==> src/rtl/core/atht_pkg.sv <==
`default_nettype none
package atht_pkg;

  // Table size must be a power of two: the hash and the probe index wrap by masking.
  localparam int TABLE_ENTRIES = 1024;
  localparam int IDX_W = $clog2(TABLE_ENTRIES);
  localparam int CNT_W = IDX_W + 1;
  localparam int LIM_W = CNT_W + 5;
  localparam logic [IDX_W-1:0] IDX_MAX = IDX_W'(TABLE_ENTRIES - 1);
  // 70% fill threshold, compared against (count + 1) * 10.
  localparam logic [LIM_W-1:0] TBL_LIM = LIM_W'(TABLE_ENTRIES * 7);

  localparam logic [63:0] HASH_C1 = 64'hff51afd7ed558ccd;
  localparam logic [63:0] HASH_C2 = 64'hc4ceb9fe1a85ec53;

  localparam logic [1:0] MARK_EMPTY = 2'd0;
  localparam logic [1:0] MARK_OCC   = 2'd1;
  localparam logic [1:0] MARK_TOMB  = 2'd2;

  localparam logic [2:0] ST_NEW      = 3'd0;
  localparam logic [2:0] ST_REPLACED = 3'd1;
  localparam logic [2:0] ST_REMOVED  = 3'd2;
  localparam logic [2:0] ST_NOTFOUND = 3'd3;
  localparam logic [2:0] ST_FAILED   = 3'd4;

  localparam logic [1:0] REQ_ALLOC   = 2'd0;
  localparam logic [1:0] REQ_FREE    = 2'd1;
  localparam logic [1:0] REQ_REALLOC = 2'd2;
  localparam logic [1:0] REQ_FAILREP = 2'd3;

  typedef enum logic [2:0] {
    OP_ALLOC   = 3'd0,
    OP_FREE    = 3'd1,
    OP_REALLOC = 3'd2,
    OP_FAIL    = 3'd3,
    OP_IGNORE  = 3'd4
  } op_t;

  typedef struct packed {
    logic [1:0]  req_type;
    logic [63:0] address;
    logic [63:0] old_address;
    logic [47:0] requested_size;
    logic [47:0] actual_size;
  } in_item_t;

  typedef struct packed {
    logic [2:0]  status;
    logic [63:0] live_requested_bytes;
    logic [63:0] live_actual_bytes;
    logic [63:0] live_count;
    logic [63:0] peak_requested_bytes;
    logic [63:0] peak_actual_bytes;
    logic [63:0] peak_count;
    logic [63:0] total_count;
    logic [63:0] failed_count;
    logic [63:0] realloc_count;
    logic [63:0] slack_bytes;
  } out_item_t;

  typedef struct packed {
    op_t         op;
    logic [63:0] addr;
    logic [63:0] old_addr;
    logic [47:0] req;
    logic [47:0] act;
  } cmd_t;

  typedef struct packed {
    logic [63:0] addr;
    logic [47:0] req;
    logic [47:0] act;
    logic [1:0]  mark;
  } slot_t;

  typedef struct packed {
    logic [63:0] addr;
    logic [47:0] req;
    logic [47:0] act;
  } entry_t;

endpackage
`default_nettype wire

==> src/rtl/core/atht_front.sv <==
`default_nettype none
module atht_front (
  input  wire logic               clk,
  input  wire logic               rst_n,
  input  wire logic               in_valid,
  output logic                    in_ready,
  input  wire atht_pkg::in_item_t in_data,
  input  wire logic               clr_busy,
  output atht_pkg::cmd_t          head,
  output logic                    head_valid,
  input  wire logic               pop
);

  atht_pkg::cmd_t q_r [2];
  logic       wr_ptr_r, wr_ptr_nxt;
  logic       rd_ptr_r, rd_ptr_nxt;
  logic [1:0] cnt_r, cnt_nxt;
  logic       push;
  atht_pkg::cmd_t cls;

  // classify: zero address and failure reports never touch the table
  always_comb begin
    cls.addr     = in_data.address;
    cls.old_addr = in_data.old_address;
    cls.req      = in_data.requested_size;
    cls.act      = (in_data.actual_size < in_data.requested_size) ?
                   in_data.requested_size : in_data.actual_size;
    case (in_data.req_type)
      atht_pkg::REQ_ALLOC:
        cls.op = (in_data.address == 64'd0) ? atht_pkg::OP_FAIL : atht_pkg::OP_ALLOC;
      atht_pkg::REQ_FREE:
        cls.op = (in_data.address == 64'd0) ? atht_pkg::OP_IGNORE : atht_pkg::OP_FREE;
      atht_pkg::REQ_REALLOC:
        cls.op = (in_data.address == 64'd0) ? atht_pkg::OP_FAIL : atht_pkg::OP_REALLOC;
      default:
        cls.op = atht_pkg::OP_FAIL;
    endcase
  end

  assign in_ready   = (cnt_r != 2'd2) && !clr_busy;
  assign push       = in_valid && in_ready;
  assign head       = q_r[rd_ptr_r];
  assign head_valid = (cnt_r != 2'd0);

  always_comb begin
    wr_ptr_nxt = push ? !wr_ptr_r : wr_ptr_r;
    rd_ptr_nxt = pop ? !rd_ptr_r : rd_ptr_r;
    cnt_nxt    = cnt_r + 2'(push) - 2'(pop);
  end

  always_ff @(posedge clk) begin
    if (push) begin
      q_r[wr_ptr_r] <= cls;
    end
    if (!rst_n) begin
      wr_ptr_r <= 1'b0;
      rd_ptr_r <= 1'b0;
      cnt_r    <= 2'd0;
    end else begin
      wr_ptr_r <= wr_ptr_nxt;
      rd_ptr_r <= rd_ptr_nxt;
      cnt_r    <= cnt_nxt;
    end
  end

endmodule
`default_nettype wire

==> config.mk <==
export PLATFORM = sky130hd
export DESIGN_NAME = atht_front
export DESIGN_NICKNAME = d
export VERILOG_FILES = /design/src/rtl/core/atht_pkg.sv /design/src/rtl/core/atht_front.sv
export SDC_FILE = /design/constraint.sdc
export NUM_CORES = 1
export LEC_CHECK = 0
export ABC_AREA = 1
export BUFFER_PORTS_ARGS = -buffer_cell sky130_fd_sc_hd__clkbuf_2
export CAP_MARGIN = 5
export CELL_PAD_IN_SITES_DETAIL_PLACEMENT = 0
export CELL_PAD_IN_SITES_GLOBAL_PLACEMENT = 1
export CORE_MARGIN = 2
export CORE_UTILIZATION = 40
export CTS_CLUSTER_DIAMETER = 60
export DETAILED_ROUTE_END_ITERATION = 8
export PLACE_DENSITY_LB_ADDON = 0.1
export REMOVE_ABC_BUFFERS = 1
export SETUP_SLACK_MARGIN = 0.4
export SKIP_LAST_GASP = 1
export SYNTH_ARGS = -nofsm -noshare
export SYNTH_HDL_FRONTEND = slang
export SYNTH_SLANG_ARGS = --single-unit
==> constraint.sdc <==
create_clock -name clk -period 16.8 [get_ports clk]
set_input_delay 0 -clock clk [delete_from_list [all_inputs] [get_ports clk]]
set_output_delay 0 -clock clk [all_outputs]
set_load 0.05 [all_outputs]
==> impl_metrics.py <==
metrics = {
    "timing": {
        "whs_ns": 0.137,
        "skew_ns": 0.0160,
        "drv_slew": 0,
        "worst_slew_pin_slew_ns": 1.10,
        "hold_viol": 0,
        "slew_headroom": 0.268,
        "period_minus_slack_ns": 3.45,
        "rsz0062_at_grt": "false",
        "max_freq_mhz": 290,
        "min_period_over_period": 0.205,
        "fin_tns_setup_ns": 0,
        "report.final.setup_viol": 0,
    },
    "setup_path": {
        "rrSetupSlack_ns": 13.75,
        "crit_arrival_ns": 3.45,
        "worstPathRequired_ns": 16.80,
        "crit_type": "reg2out",
        "startpoint_type": "register",
        "endpoint": "head[28]",
        "cp_max_fo": 129,
        "timing.rr.end": "q_r[0][56]",
        "cp-end-kind": "output pin",
        "worst-r2r-cell-count": 6,
        "r2r-start": "cnt_r[0]",
    },
    "pwr": {
        "seqPwrFrac": 0.471,
        "pwr-share-clk": 0.358,
        "power_switching_w": 0.000784,
        "p_sw_frac": 0.275,
        "power_density_nw_per_um2": 111,
        "p_int_w": 0.00207,
        "vdd.ir_drop.worst_uv": 91.3,
        "power_frac_comb": 0.171,
        "p_leak_nw": 10.2,
    },
    "status": {
        "outcome": "finished clean",
    },
    "drt": {
        "first_pass_iters": 4,
        "vias": 12100,
        "totalWireLength_um": 49500,
        "avgRoutedWirePerCell_um": 19.7,
        "drtAntennaViolNets": 0,
        "drtIter0Drc": 752,
        "drt-vias-per-instance": 4.81,
        "remaining_drc_errors": 0,
    },
    "clocking": {
        "cts.sinks": 459,
        "cts.clk_slew.worst_paths_ns": 0.06,
        "cts_made_buffers": 49,
        "htree_levels": 2,
        "cts_tree": "built",
        "cts.path.max_buffers": 3,
        "ctsResizeCount": 0,
        "cts_root_buf": "clkbuf_16",
        "clk_latency_ns": 0.59,
    },
    "die": {
        "die_w_um": 221,
        "row_count": 79,
        "io_pins": 460,
        "start_util": 0.405,
        "die_area_sq_um": 48800,
        "fp.dieH_um": 221,
        "core_sq_um": 46500,
    },
    "synth": {
        "ys_ff_latch": 459,
        "synth_top_area_share": 0.724,
        "synth_most_common_cell": "edfxtp_1",
        "ys_seq_area_frac": 0.729,
        "ys.warnings.count": 0,
        "netlist_area_sq_um": 18800,
        "synthTopCellsByCount": "edfxtp_1 (454), mux2_2 (227), nand2_1 (134)",
        "ys.flop_type": "edfxtp_1",
        "synth_cells": 1145,
        "ys_async_sr_fraction": 0,
        "ys_types": 27,
        "synth_edf_count": 454,
        "synth_area_leaders": "edfxtp_1 (72%), mux2_2 (14%), ha_1 (3.3%)",
        "synth.largest_area_cell": "edfxtp_1",
        "synth_area_per_cell_sq_um": 16.4,
    },
    "cells_and_area": {
        "drive_gt1_frac": 0.415,
        "syn2layout_area_growth_pct": 35.8,
        "fin_nets": 2134,
        "num-fill-cells": 3989,
        "instances_no_fill": 2507,
        "utilization": 0.550,
    },
    "global_routing": {
        "gr-total-overflow": 0,
        "grt_use_total": 0.198,
        "grt_pass1_vias": 12400,
        "antenna_found_initial": 8,
        "grt_start_max_net_pins": 166,
        "grt_pass1_wl_um": 74200,
    },
    "placement": {
        "dp_hpwl_um": 33200,
        "gp_congestion": 0.783,
        "io_buffers": 459,
        "dp.cells": 2178,
    },
    "hold_path": {
        "hold_class": "in2reg",
    },
    "run": {
        "drv_cap": 0,
    },
}
[registers in the layout, indices dropped and copies added (netlist names), named ones only]
register / cells
rd_ptr_r: 1
q_r: 454
wr_ptr_r: 1
cnt_r: 2
[through the flow]
stage / total power, W / instance area, sq um / setup WS (ns)
floorplan: 0.00170 / 18600 / 5.05
global placement: 0.00181 / 21700 / 13.79
detailed placement: 0.00181 / 21700 / 13.79
CTS: 0.00288 / 25500 / 13.18
global route: 0.00296 / 25600 / 13.09
finish: 0.00285 / 25600 / 13.35
[logic make-up after synthesis]
logic type	synth area share
adder cells (fa/ha/maj)	0.0326
flip-flops	0.729
XOR/XNOR	0.000465
buffers and inverters	0.0281
multiplexers	0.136
AO/OA/AOI/OAI	0.00984
AND/OR/NAND/NOR	0.0638
[what timing repair did]
| action | CTS | global route |
|---|---|---|
| endpoints found under the setup margin | 0 | 0 |
| endpoints found under the hold margin | 459 | 0 |
| hold buffers | 232 | 0 |
| setup buffers | 0 | 0 |
[critical path, stage by stage, from the launching register on]
cell and delay (ns):
dfxtp_4 0.74, buf_12 0.53, buf_4 0.77, mux2_2 0.43, clkbuf_2 0.24
[layer usage]
layer,up-vias,share of wire,GRT usage
met4,4,0.031,0.0660
met5,-,0.00050,0
met1,5886,0.43,0.264
met3,85,0.064,0.0518
li1,5692,-,-
met2,400,0.47,0.317
[how the worst min path moves through the flow]
stage / from / end / cells after the start
finish: in_data[137] / q_r[1][137] / 2
global route: in_data[137] / q_r[1][137] / 2
CTS: in_data[145] / q_r[0][145] / 2
detailed placement: in_data[121] / q_r[1][121] / 1
global placement: in_data[137] / q_r[1][137] / 1
floorplan: rst_n / cnt_r[0] / 2
[power by group through the flow]
stage / Clock (W) / Sequential, W / Combinational, W
finish: 0.00102 / 0.00134 / 0.000488
global placement: 0 / 0.00137 / 0.000442
CTS: 0.00104 / 0.00134 / 0.000495
detailed placement: 0 / 0.00137 / 0.000446
global route: 0.00109 / 0.00135 / 0.000521
floorplan: 0 / 0.00139 / 0.000311
[final cells by class]
type | count | area (sq um) | share of cell area
Multi-Input combinational cell | 577 | 4580 | 0.179
Sequential cell | 459 | 13700 | 0.537
Tap cell | 607 | 759 | 0.0297
Inverter | 69 | 259 | 0.0101
Clock buffer | 63 | 1280 | 0.0500
Antenna cell | 6 | 15.0 | 0.000587
Clock inverter | 28 | 226 | 0.00886
Timing Repair Buffer | 698 | 4710 | 0.184
[layout by cell type, fill, tap and decap left out, types with 22 or more instances in the layout]
cell,synthesis,routed
a21oi_1,22,22
clkbuf_16,0,49
clkbuf_2,0,459
dlygate4sd3_1,0,232
edfxtp_1,454,454
ha_1,49,49
inv_1,69,69
mux2_2,227,227
nand2_1,134,134
nand3_1,50,50
nor2_1,32,30
Note: power is estimated with default switching activity, not from simulation.
